--- src/hdl/bam_rs_pkg.sv ---
`timescale 1ns / 1ps
package bam_rs_pkg;

  localparam int DEF_MAX_BLOCK_BYTES = 65536;
  localparam int DEF_MAX_BLOCKS      = 65536;
  localparam logic [15:0] DEF_MIN_BODY_SIZE = 16'd32;
  localparam int QUEUE_DEPTH = 4;

  typedef enum logic [1:0] {
    FAULT_NONE       = 2'd0,
    FAULT_TRUNC_LEN  = 2'd1,
    FAULT_SMALL_LEN  = 2'd2,
    FAULT_TRUNC_BODY = 2'd3
  } fault_t;

  typedef enum logic {
    PHASE_LENGTH = 1'b0,
    PHASE_BODY   = 1'b1
  } phase_t;

  typedef struct packed {
    logic [7:0] byte_value;
    logic       has_byte;
    logic       block_end;
    logic       batch_start;
  } in_item_t;

  typedef struct packed {
    logic        record_ready;
    logic [15:0] record_offset;
    logic [16:0] total_size;
    logic [15:0] body_size;
    logic [15:0] block_number;
    logic [1:0]  fault_code;
  } out_item_t;

  // work item handed from the front to the back
  typedef struct packed {
    logic [7:0] byte_value;
    logic       has_byte;
    logic       block_end;
    logic       batch_start;
  } cmd_t;

  typedef struct packed {
    logic full;
    logic nonempty;
  } q_status_t;

endpackage

--- src/hdl/bam_rs_front.sv ---
`timescale 1ns / 1ps
module bam_rs_front
  import bam_rs_pkg::*;
(
  input  logic      in_valid,
  output logic      in_ready,
  input  in_item_t  in_data,
  input  q_status_t q_status,
  output logic      push,
  output cmd_t      push_data
);

  logic no_op;

  // an item with no byte, no block end and no batch start changes nothing
  assign no_op = !in_data.has_byte && !in_data.block_end && !in_data.batch_start;

  assign in_ready = !q_status.full;
  assign push     = in_valid && !q_status.full && !no_op;

  assign push_data.byte_value  = in_data.byte_value;
  assign push_data.has_byte    = in_data.has_byte;
  assign push_data.block_end   = in_data.block_end;
  assign push_data.batch_start = in_data.batch_start;

endmodule

--- src/hdl/bam_rs_queue.sv ---
`timescale 1ns / 1ps
module bam_rs_queue
  import bam_rs_pkg::*;
(
  input  logic      clk,
  input  logic      rst,
  input  logic      push,
  input  cmd_t      push_data,
  input  logic      pop,
  output cmd_t      pop_data,
  output q_status_t q_status
);

  localparam int PW = (QUEUE_DEPTH > 1) ? $clog2(QUEUE_DEPTH) : 1;
  localparam int CW = $clog2(QUEUE_DEPTH + 1);

  cmd_t slots [QUEUE_DEPTH];
  logic [PW-1:0] wr_ptr;
  logic [PW-1:0] rd_ptr;
  logic [CW-1:0] count;

  function automatic logic [PW-1:0] bump(input logic [PW-1:0] p);
    logic [PW-1:0] r;
    if (p == PW'(QUEUE_DEPTH - 1)) begin
      r = '0;
    end else begin
      r = p + 1'b1;
    end
    return r;
  endfunction

  assign q_status.full     = (count == CW'(QUEUE_DEPTH));
  assign q_status.nonempty = (count != '0);
  assign pop_data          = slots[rd_ptr];

  always_ff @(posedge clk) begin
    if (push) begin
      slots[wr_ptr] <= push_data;
    end
  end

  always_ff @(posedge clk) begin
    if (rst) begin
      wr_ptr <= '0;
      rd_ptr <= '0;
      count  <= '0;
    end else begin
      if (push) begin
        wr_ptr <= bump(wr_ptr);
      end
      if (pop) begin
        rd_ptr <= bump(rd_ptr);
      end
      if (push && !pop) begin
        count <= count + 1'b1;
      end else if (pop && !push) begin
        count <= count - 1'b1;
      end
    end
  end

endmodule

--- src/hdl/bam_rs_back.sv ---
`timescale 1ns / 1ps
module bam_rs_back
  import bam_rs_pkg::*;
#(
  parameter int MAX_BLOCK_BYTES = DEF_MAX_BLOCK_BYTES,
  parameter int MAX_BLOCKS      = DEF_MAX_BLOCKS
) (
  input  logic        clk,
  input  logic        rst,
  input  logic [15:0] min_body_size,
  input  logic        cmd_valid,
  input  cmd_t        cmd,
  output logic        pop,
  output logic        out_valid,
  input  logic        out_ready,
  output out_item_t   out_data
);

  localparam int OW  = $clog2(MAX_BLOCK_BYTES + 1);
  localparam int RW  = $clog2(MAX_BLOCK_BYTES);
  localparam int BCW = (MAX_BLOCKS > 1) ? $clog2(MAX_BLOCKS) : 1;
  localparam logic [OW-1:0] MAX_OFF  = OW'(MAX_BLOCK_BYTES);
  localparam logic [32:0]   MAX_SPAN = 33'(MAX_BLOCK_BYTES);
  localparam logic [BCW-1:0] LAST_BLOCK = BCW'(MAX_BLOCKS - 1);

  // deframer state
  phase_t         phase;
  logic [1:0]     prefix_bytes_seen;
  logic [31:0]    length_shift;
  logic [OW-1:0]  body_left;
  logic [RW-1:0]  record_start;
  logic [OW-1:0]  offset_in_block;
  logic [BCW-1:0] block_counter;
  logic           fault_latched;

  phase_t         phase_next;
  logic [1:0]     prefix_bytes_seen_next;
  logic [31:0]    length_shift_next;
  logic [OW-1:0]  body_left_next;
  logic [RW-1:0]  record_start_next;
  logic [OW-1:0]  offset_in_block_next;
  logic [BCW-1:0] block_counter_next;
  logic           fault_latched_next;

  // view of the state after an optional batch start
  phase_t         e_phase;
  logic [1:0]     e_pbs;
  logic [31:0]    e_ls;
  logic [OW-1:0]  e_bl;
  logic [RW-1:0]  e_rs;
  logic [OW-1:0]  e_off;
  logic [BCW-1:0] e_bc;
  logic           e_fault;

  logic        rec_done;
  logic        fault_hit;
  fault_t      fault_kind;
  logic [RW-1:0] rep_start;
  logic [16:0] rep_enc;
  logic [15:0] rep_body;

  out_item_t   res;
  out_item_t   res_next;
  logic        res_valid;
  logic [RW+15:0]  start_wide;
  logic [BCW+15:0] block_wide;

  assign pop       = cmd_valid && (!res_valid || out_ready);
  assign out_valid = res_valid;
  assign out_data  = res;

  always_comb begin
    if (cmd.batch_start) begin
      e_phase = PHASE_LENGTH;
      e_pbs   = '0;
      e_ls    = '0;
      e_bl    = '0;
      e_rs    = '0;
      e_off   = '0;
      e_bc    = '0;
      e_fault = 1'b0;
    end else begin
      e_phase = phase;
      e_pbs   = prefix_bytes_seen;
      e_ls    = length_shift;
      e_bl    = body_left;
      e_rs    = record_start;
      e_off   = offset_in_block;
      e_bc    = block_counter;
      e_fault = fault_latched;
    end
  end

  // next state
  always_comb begin
    logic [32:0] span;
    phase_next             = e_phase;
    prefix_bytes_seen_next = e_pbs;
    length_shift_next      = e_ls;
    body_left_next         = e_bl;
    record_start_next      = e_rs;
    offset_in_block_next   = e_off;
    block_counter_next     = e_bc;
    fault_latched_next     = e_fault;
    rec_done   = 1'b0;
    fault_hit  = 1'b0;
    fault_kind = FAULT_NONE;
    rep_start  = e_rs;
    rep_enc    = '0;
    rep_body   = '0;
    span       = '0;

    if (!e_fault) begin
      if (cmd.has_byte) begin
        if (e_off >= MAX_OFF) begin
          // no prefix can start this late in a legal block
          fault_hit  = 1'b1;
          fault_kind = FAULT_TRUNC_LEN;
          rep_start  = e_rs;
        end else begin
          offset_in_block_next = e_off + 1'b1;
          if (e_phase == PHASE_LENGTH) begin
            case (e_pbs)
              2'd0: begin
                record_start_next = e_off[RW-1:0];
                length_shift_next = {24'b0, cmd.byte_value};
              end
              2'd1: length_shift_next[15:8]  = cmd.byte_value;
              2'd2: length_shift_next[23:16] = cmd.byte_value;
              2'd3: length_shift_next[31:24] = cmd.byte_value;
              default: length_shift_next = e_ls;
            endcase
            prefix_bytes_seen_next = e_pbs + 1'b1;
            if (e_pbs == 2'd3) begin
              span = {1'b0, length_shift_next} + 33'd4 + 33'(record_start_next);
              rep_start = record_start_next;
              if (length_shift_next[31] || length_shift_next < {16'b0, min_body_size}) begin
                fault_hit  = 1'b1;
                fault_kind = FAULT_SMALL_LEN;
              end else if (span > MAX_SPAN) begin
                fault_hit  = 1'b1;
                fault_kind = FAULT_TRUNC_BODY;
              end else if (length_shift_next == '0) begin
                rec_done = 1'b1;
                rep_enc  = 17'd4;
                rep_body = '0;
              end else begin
                body_left_next = length_shift_next[OW-1:0];
                phase_next     = PHASE_BODY;
              end
            end
          end else begin
            body_left_next = e_bl - 1'b1;
            if (body_left_next == '0) begin
              rec_done   = 1'b1;
              rep_start  = e_rs;
              rep_enc    = e_ls[16:0] + 17'd4;
              rep_body   = e_ls[15:0];
              phase_next = PHASE_LENGTH;
            end
          end
        end
      end

      if (!fault_hit && cmd.block_end) begin
        if (phase_next == PHASE_LENGTH && prefix_bytes_seen_next != '0) begin
          fault_hit  = 1'b1;
          fault_kind = FAULT_TRUNC_LEN;
          rep_start  = record_start_next;
        end else if (phase_next == PHASE_BODY) begin
          fault_hit  = 1'b1;
          fault_kind = FAULT_TRUNC_BODY;
          rep_start  = record_start_next;
        end else begin
          phase_next             = PHASE_LENGTH;
          prefix_bytes_seen_next = '0;
          length_shift_next      = '0;
          body_left_next         = '0;
          record_start_next      = '0;
          offset_in_block_next   = '0;
          block_counter_next     = (e_bc == LAST_BLOCK) ? '0 : e_bc + 1'b1;
        end
      end

      if (fault_hit) begin
        fault_latched_next = 1'b1;
      end
    end
  end

  // result item
  always_comb begin
    start_wide = {16'b0, rep_start};
    block_wide = {16'b0, e_bc};
    res_next.record_ready  = rec_done;
    res_next.record_offset = start_wide[15:0];
    res_next.total_size    = rec_done ? rep_enc : 17'd0;
    res_next.body_size     = rec_done ? rep_body : 16'd0;
    res_next.block_number  = block_wide[15:0];
    res_next.fault_code    = fault_hit ? fault_kind : FAULT_NONE;
  end

  always_ff @(posedge clk) begin
    if (rst) begin
      phase             <= PHASE_LENGTH;
      prefix_bytes_seen <= '0;
      length_shift      <= '0;
      body_left         <= '0;
      record_start      <= '0;
      offset_in_block   <= '0;
      block_counter     <= '0;
      fault_latched     <= 1'b0;
      res_valid         <= 1'b0;
    end else begin
      if (pop) begin
        phase             <= phase_next;
        prefix_bytes_seen <= prefix_bytes_seen_next;
        length_shift      <= length_shift_next;
        body_left         <= body_left_next;
        record_start      <= record_start_next;
        offset_in_block   <= offset_in_block_next;
        block_counter     <= block_counter_next;
        fault_latched     <= fault_latched_next;
      end
      if (pop && (rec_done || fault_hit)) begin
        res_valid <= 1'b1;
      end else if (out_ready) begin
        res_valid <= 1'b0;
      end
    end
  end

  always_ff @(posedge clk) begin
    if (pop && (rec_done || fault_hit)) begin
      res <= res_next;
    end
  end

endmodule

--- src/hdl/bam_record_splitter_unit.sv ---
`timescale 1ns / 1ps
// An accepted item waits in the item queue; its result is registered on its pop.
// Throughput: 1 item per cycle, set by the back end deframer, unless a result waits.
// A 4-entry item queue lets the input keep flowing while a result waits to be taken.
// Reset (rst, synchronous): queue empty, no result pending, deframer reading a length
// at offset 0 of block 0 with no fault, min_body_size back to 32.
module bam_record_splitter_unit
  import bam_rs_pkg::*;
#(
  parameter int MAX_BLOCK_BYTES = DEF_MAX_BLOCK_BYTES,
  parameter int MAX_BLOCKS      = DEF_MAX_BLOCKS
) (
  input  logic        clk,
  input  logic        rst,
  input  logic        in_valid,
  output logic        in_ready,
  input  in_item_t    in_data,
  output logic        out_valid,
  input  logic        out_ready,
  output out_item_t   out_data,
  input  logic        cfg_valid,
  output logic        cfg_ready,
  input  logic [15:0] cfg_data
);

  logic [15:0] min_body_size;
  q_status_t   q_status;
  logic        push;
  cmd_t        push_data;
  logic        pop;
  cmd_t        pop_data;

  assign cfg_ready = 1'b1;

  always_ff @(posedge clk) begin
    if (rst) begin
      min_body_size <= DEF_MIN_BODY_SIZE;
    end else if (cfg_valid) begin
      min_body_size <= cfg_data;
    end
  end

  bam_rs_front u_front (
    .in_valid  (in_valid),
    .in_ready  (in_ready),
    .in_data   (in_data),
    .q_status  (q_status),
    .push      (push),
    .push_data (push_data)
  );

  bam_rs_queue u_queue (
    .clk       (clk),
    .rst       (rst),
    .push      (push),
    .push_data (push_data),
    .pop       (pop),
    .pop_data  (pop_data),
    .q_status  (q_status)
  );

  bam_rs_back #(
    .MAX_BLOCK_BYTES (MAX_BLOCK_BYTES),
    .MAX_BLOCKS      (MAX_BLOCKS)
  ) u_back (
    .clk           (clk),
    .rst           (rst),
    .min_body_size (min_body_size),
    .cmd_valid     (q_status.nonempty),
    .cmd           (pop_data),
    .pop           (pop),
    .out_valid     (out_valid),
    .out_ready     (out_ready),
    .out_data      (out_data)
  );

  a_record_clean: assert property (@(posedge clk) disable iff (rst)
    out_valid && out_data.record_ready |->
      out_data.fault_code == FAULT_NONE &&
      out_data.total_size[15:0] == out_data.body_size + 16'd4)
    else $error("record item carries a fault or inconsistent sizes");

  a_fault_report: assert property (@(posedge clk) disable iff (rst)
    out_valid && !out_data.record_ready |->
      out_data.fault_code != FAULT_NONE &&
      out_data.total_size == 17'd0 && out_data.body_size == 16'd0)
    else $error("fault item without a code or with nonzero sizes");

  a_reset_quiet: assert property (@(posedge clk)
    rst |=> !out_valid)
    else $error("result pending right after reset");

endmodule
--- config.mk ---
export PLATFORM = sky130hd
export DESIGN_NAME = bam_record_splitter_unit
export DESIGN_NICKNAME = d
export VERILOG_FILES = /design/src/hdl/bam_rs_pkg.sv /design/src/hdl/bam_rs_front.sv /design/src/hdl/bam_rs_queue.sv /design/src/hdl/bam_rs_back.sv /design/src/hdl/bam_record_splitter_unit.sv
export SDC_FILE = /design/constraint.sdc
export NUM_CORES = 1
export LEC_CHECK = 0
export ABC_AREA = 0
export BUFFER_PORTS_ARGS = -buffer_cell sky130_fd_sc_hd__buf_2
export CAP_MARGIN = 30
export CORE_AREA = 4 4 244 246
export CTS_CLUSTER_DIAMETER = 150
export DETAILED_ROUTE_END_ITERATION = 8
export DIE_AREA = 0 0 248 250
export GPL_TIMING_DRIVEN = 0
export HOLD_SLACK_MARGIN = 0.15
export PLACE_DENSITY = 0.52
export SYNTH_ARGS = -nofsm -noshare
export SYNTH_HDL_FRONTEND = slang
export SYNTH_SLANG_ARGS = --single-unit
--- constraint.sdc ---
create_clock -name clk -period 8.46 [get_ports clk]
set_input_delay 0.423 -clock clk [delete_from_list [all_inputs] [get_ports clk]]
set_output_delay 0.423 -clock clk [all_outputs]
set_load 0.01 [all_outputs]
### After elaboration in Yosys (flattened, before gate mapping)

Memories as Yosys holds them, arrays and structs flattened. A register that Yosys moved wholly into a read port is not among the register bits.
Index checks and enable logic that the tools add are counted.
W data, S select, Z words.

| word-level totals | value |
|---|---|
| register bits | 194 |
| memory bits (writable) | 44 |
| input bits | 32 |
| output and inout bits | 71 |
| memories kept | 1 |

Memories:

| name | depth | bits a word | read ports | clocked after Yosys merged registers in | wr ports | line | source |
|---|---|---|---|---|---|---|---|
| u_queue.slots | 4 | 11 | 1 | 1 | 1 | bam_rs_queue.sv:17 | `cmd_t slots [QUEUE_DEPTH];` |

| operators by class | value |
|---|---|
| add/sub/neg operators | 11 |
| order comparisons | 3 |
| equal/unequal tests | 7 |
| mux-type cells | 146 |
| bitwise logic cells | 6 |
| reductions and logical operators | 32 |

Operator list:

| operator | number |
|---|---|
| $mux W16 | 27 |
| $mux W17 | 24 |
| $mux W32 | 8 |
| $mux W8 | 17 |
| $pmux W8 S2 | 3 |
| $mux W2 | 22 |
| $mux W1 | 42 |
| $add A32 B3 Y33 const B | 1 |
| $add A33 B16 Y33 | 1 |
| $gt A33 B17 Y1 const B | 1 |
| $logic_not A32 Y1 | 1 |
| $lt A32 B16 Y1 | 1 |
| $add A17 B1 Y17 const B | 1 |
| $add A17 B3 Y17 const B | 1 |
| $ge A17 B17 Y1 const B | 1 |
| $logic_not A17 Y1 | 1 |
| $sub A17 B1 Y17 const B | 1 |
| $add A16 B1 Y16 const B | 1 |
| $eq A16 B16 Y1 const B | 1 |
| $logic_and A1 B1 Y1 | 10 |
| $logic_not A1 Y1 | 9 |
| $mux W3 | 3 |
| $eq A2 B2 Y1 const B | 4 |
| $add A2 B1 Y2 const B | 3 |
| other kinds (12) | 21 |

### Depth between registers and ports, before layout

| depth | value |
|---|---|
| word-level depth | 26 |
| gate-level depth with buffers | 29 |
| depth with buffers taken out | 23 |

### Cells and area by module

A second synthesis with hierarchy kept.

| second synthesis, totals | value |
|---|---|
| cells, all modules | 1526 |
| area total of the unflattened synthesis | 14199.9 µm² |

Modules (own cells, without submodules):

| module | instances | cells each | area an instance (µm²) | sequential area each (µm²) |
|---|---|---|---|---|
| bam_rs_back | 1 | 1358 | 11479.8 | 4043.9 |
| bam_rs_queue | 1 | 101 | 2030.7 | 1501.4 |
| bam_record_splitter_unit | 1 | 54 | 593.1 | 320.3 |
| bam_rs_front | 1 | 13 | 96.3 | 0.0 |

### Worst setup path after synthesis

Ideal clock, no wire load.

| timing path | value |
|---|---|
| kind | register to register |
| start | register with a tool-made name |
| end | register u_back.res (netlist bit u_back.out_data[0]) (enable) |
| arrival time | 7507 ps |
| slack | 533 ps |
| stages on the path, launching flop included | 26 |
| cells stage by stage | dfxtp_1 > buf_4 > buf_6 > mux4_2 > nand2b_1 > buf_1 > ha_1 > clkbuf_1 > buf_1 > clkbuf_1 > mux2i_1 > nor2_1 > ha_1 > ha_1 > a21oi_1 > nand2_1 > o211a_1 > or2_2 > a21oi_1 > a41oi_1 > or4_4 > nor4_2 > a21bo_2 > a221o_1 > o21ai_1 > inv_1 |

RTL lines:

| what | line | source |
|---|---|---|
| end signal: assignment | bam_rs_back.sv:235 | `res <= res_next;` |
| end: declaration | bam_rs_back.sv:62 | `out_item_t res;` |

==> results_dict.tcl <==
set metrics [dict create \
    grt_antenna_before_repair 0 \
    maxCapViolations 0 \
    crit_path_top_delay_cell "clkbuf_2" \
    ys_top_cells_by_area "edfxtp_1 23%, dfxtp_1 18%, ha_1 5.6%" \
    place_inst 2422 \
    rows 88 \
    min_path_type "in -> reg" \
    min_from "out_ready" \
    cts_setup_buffers 0 \
    ant_nets 0 \
    reg2reg_depth 19 \
    clock_skew_ns 0.0268 \
    core-area_um2 57400 \
    cp-start-kind "register" \
    cp_cell_sequence "mux2_2, mux2i_1, clkbuf_2, clkbuf_2, clkbuf_1, clkbuf_2, nand2_1, ha_1, clkbuf_1, xor2_1, nor4b_1, o2111ai_1, or4_1, or4b_1, nand2_2, a21bo_2, a221o_1, o21ai_4, bufinv_16" \
    slew_violations 0 \
    min_delay_path_depth 3 \
    gp_congestion 0.920 \
    cp_max_fo 33 \
    drcViolationCount 0 \
    leakagePower_nw 6.58 \
    criticalPathCategory "reg -> reg" \
    area_growth_pct 19.9 \
    end_kind "register" \
    timing.hold.worst_endpoint "u_back.out_valid$_SDFFE_PP0P_" \
    ir_drop_mv 0.148 \
    rsz0062_at_grt "no" \
    yosys_warnings 0 \
    first_pass_iters 5 \
    io_pins 103 \
    drt_iter0_markers 1317 \
    stdcell_count 2504 \
    period_minus_slack_ns 8.04 \
    worstPathRequired_ns 8.76 \
    track_usage 0.157 \
    numCtsBuffers 29 \
    synth_ff_type "dfxtp_1" \
    wl_per_cell_um 20.2 \
    grt_max_degree 67 \
    grt_pass1_wl_mm 76.3 \
    dieArea_um2 62000 \
    max_freq_ghz 0.124 \
    cts_tree "yes" \
    cp_slowest_stage_delay_ns 0.65 \
    syn-num-nets 1649 \
    slew_headroom 0.377 \
    num_vias 13000 \
    synth_top_cell_by_area "edfxtp_1" \
    chipWidth_um 248 \
    htreeDepth 1 \
    r2r_slack_ns 0.42 \
    worstPathArrival_ns 8.34 \
    synth_edf_count 110 \
    grt_pass1_vias 12500 \
    synth_top_area_frac 0.233 \
    grt.overflow.total 0 \
    root_buffer "clkbuf_16" \
    finalHoldViolations 0 \
    critical-path-top-delay-family "buffers and inverters" \
    critical_path_buf_inv_count 6 \
    dp_hpwl_mm 37.7 \
    crit_top_cell "clkbuf_2" \
    numClockSinks 238 \
    wl_mm 50.6 \
    tightest_slew_ns 0.927 \
    status "finished, final reports clean" \
    synthArstFlopShare 0 \
    clkTransAtPathRegs_ns 0.06 \
    drive_gt1_frac 0.128 \
    rr_endpoint "u_back.out_data[39]$_SDFFCE_PP0P_" \
    fin_setup_tns_ns 0 \
    setup_viol 0 \
    io_buffers 100 \
    yosys.cell_types.count 92 \
    viasPerCell 5.19 \
    netlist_instances 1552 \
    seq_area_frac_synth 0.414 \
    powerDensity_nw_per_um2 314 \
    syn-cell-area_um2 14200 \
    finalCritPeriodShare 0.951 \
    die_y_um 250 \
    synth-seq-cells 238 \
    start_util 0.247 \
    insertion_delay_ns 0.58 \
    syn_avg_cell_area_um2 9.13 \
    nets 1812 \
    clock_path_buffers 3 \
]
-- tightest hold or removal path: stages --
cell and delay [ns]:
buf_2 0.07, nand2b_1 0.14, a21oi_1 0.13
-- cell type report --
class	count	area, um^2
timing repair buffer	132	796
fill	6004	40400
buffer	98	469
clock inverter	21	264
tap	765	957
inverter	52	221
antenna	1	2.50
multi-input combinational	1163	7670
timing repair inverter	1	8.76
sequential	238	5870
clock buffer	33	741
-- flip-flops by register name, indices dropped and copies added (netlist names), 3 cells and up, named ones only --
signal                  flops
min_body_size              16
u_queue.count               3
u_back.out_data            66
u_back.offset_in_block     17
u_back.block_counter       16
u_back.record_start        16
u_queue.slots              44
u_back.length_shift        32
u_back.body_left           17
-- cell usage after synthesis, drive strengths merged (6+ instances only) --
cell type  count
o211ai        18
nor3          33
edfxtp       110
or4           12
a41oi          6
dfxtp        128
buf           37
o22ai         30
nand2b        13
nand3         52
a21oi        115
a22o          25
nor2         158
a21o           9
ha            63
mux2           7
clkbuf        62
mux2i         79
a31oi         19
xnor2         18
nor4          25
nor2b         21
o21ai         65
nand4         17
xor2          19
nand2        138
or3            9
o2bb2ai       12
o21a           8
nand3b         7
and3          34
and2          25
inv           51
o2111ai       10
a22oi         25
o31ai         11
-- power by group --
| part | total (W) | switching (W) | internal (W) |
|---|---|---|---|
| clock network | 0.00132 | 0.000515 | 0.000809 |
| registers | 0.00152 | 0.0000903 | 0.00143 |
| logic | 0.00250 | 0.00177 | 0.000727 |
| total | 0.00534 | 0.00238 | 0.00296 |
-- per-layer routing --
layer / GRT usage / vias to the layer above / wire [um]
li1: - / 6096 / -
met1: 0.212 / 6300 / 22300
met5: 0 / - / 0
met2: 0.256 / 511 / 23300
met4: 0.0471 / 0 / 1480
met3: 0.0270 / 99 / 3540
-- kinds of logic after synthesis --
family                   share of synthesized area
AO/OA/AOI/OAI                                0.191
XOR/XNOR                                    0.0229
adder cells (fa/ha/maj)                     0.0585
buffers and inverters                       0.0466
flip-flops                                   0.414
multiplexers                                0.0667
other                                     0.000265
AND/OR/NAND/NOR                              0.200
-- metrics by stage --
stage          utilization  power (W)  hold WS, ns  worst slack (ns)  instance area, um^2
2_1_floorplan            -    0.00302        0.432             0.533                14200
3_3_place_gp         0.272    0.00395        0.445             -2.22                15600
3_5_place_dp         0.273    0.00397        0.450            -0.948                15700
4_1_cts              0.295    0.00533        0.244             0.200                17000
5_1_grt              0.296    0.00561        0.273            0.0725                17000
6_report             0.296    0.00534        0.273             0.416                17000
-- cell usage in the layout (no fill, tap or decap), types with 52 or more instances in the layout --
cell type	netlist	final
dfxtp_1	128	128
ha_1	63	63
o21ai_0	52	52
nand2_1	136	136
edfxtp_1	110	110
clkbuf_1	61	60
a21oi_1	115	114
buf_2	11	118
nor2_1	157	157
mux2i_1	78	78
-- worst max-delay path by stage --
| stage | startpoint | endpoint | slack, ns | cells after the start |
|---|---|---|---|---|
| after floorplan | register | u_back.out_data[0]$_SDFFCE_PP0P_ | 0.53 | 25 |
| after global placement | register | u_back.out_data[42]$_SDFFCE_PP0P_ | -2.22 | 25 |
| after detailed placement | register | u_back.out_data[37]$_SDFFCE_PP0P_ | -0.95 | 25 |
| after CTS | register | u_back.out_data[42]$_SDFFCE_PP0P_ | 0.20 | 26 |
| after global routing | register | u_back.out_data[39]$_SDFFCE_PP0P_ | 0.07 | 25 |
| final | register | u_back.out_data[39]$_SDFFCE_PP0P_ | 0.42 | 19 |
-- timing repair --
item                                    in CTS  in global routing
cloned                                       0                  1
endpoints found under the hold margin       60                  0
endpoints found under the setup margin     183                 66
hold buffers                                27                  0
resized for setup                           10                  4
Power figures use the tool's default switching activity.
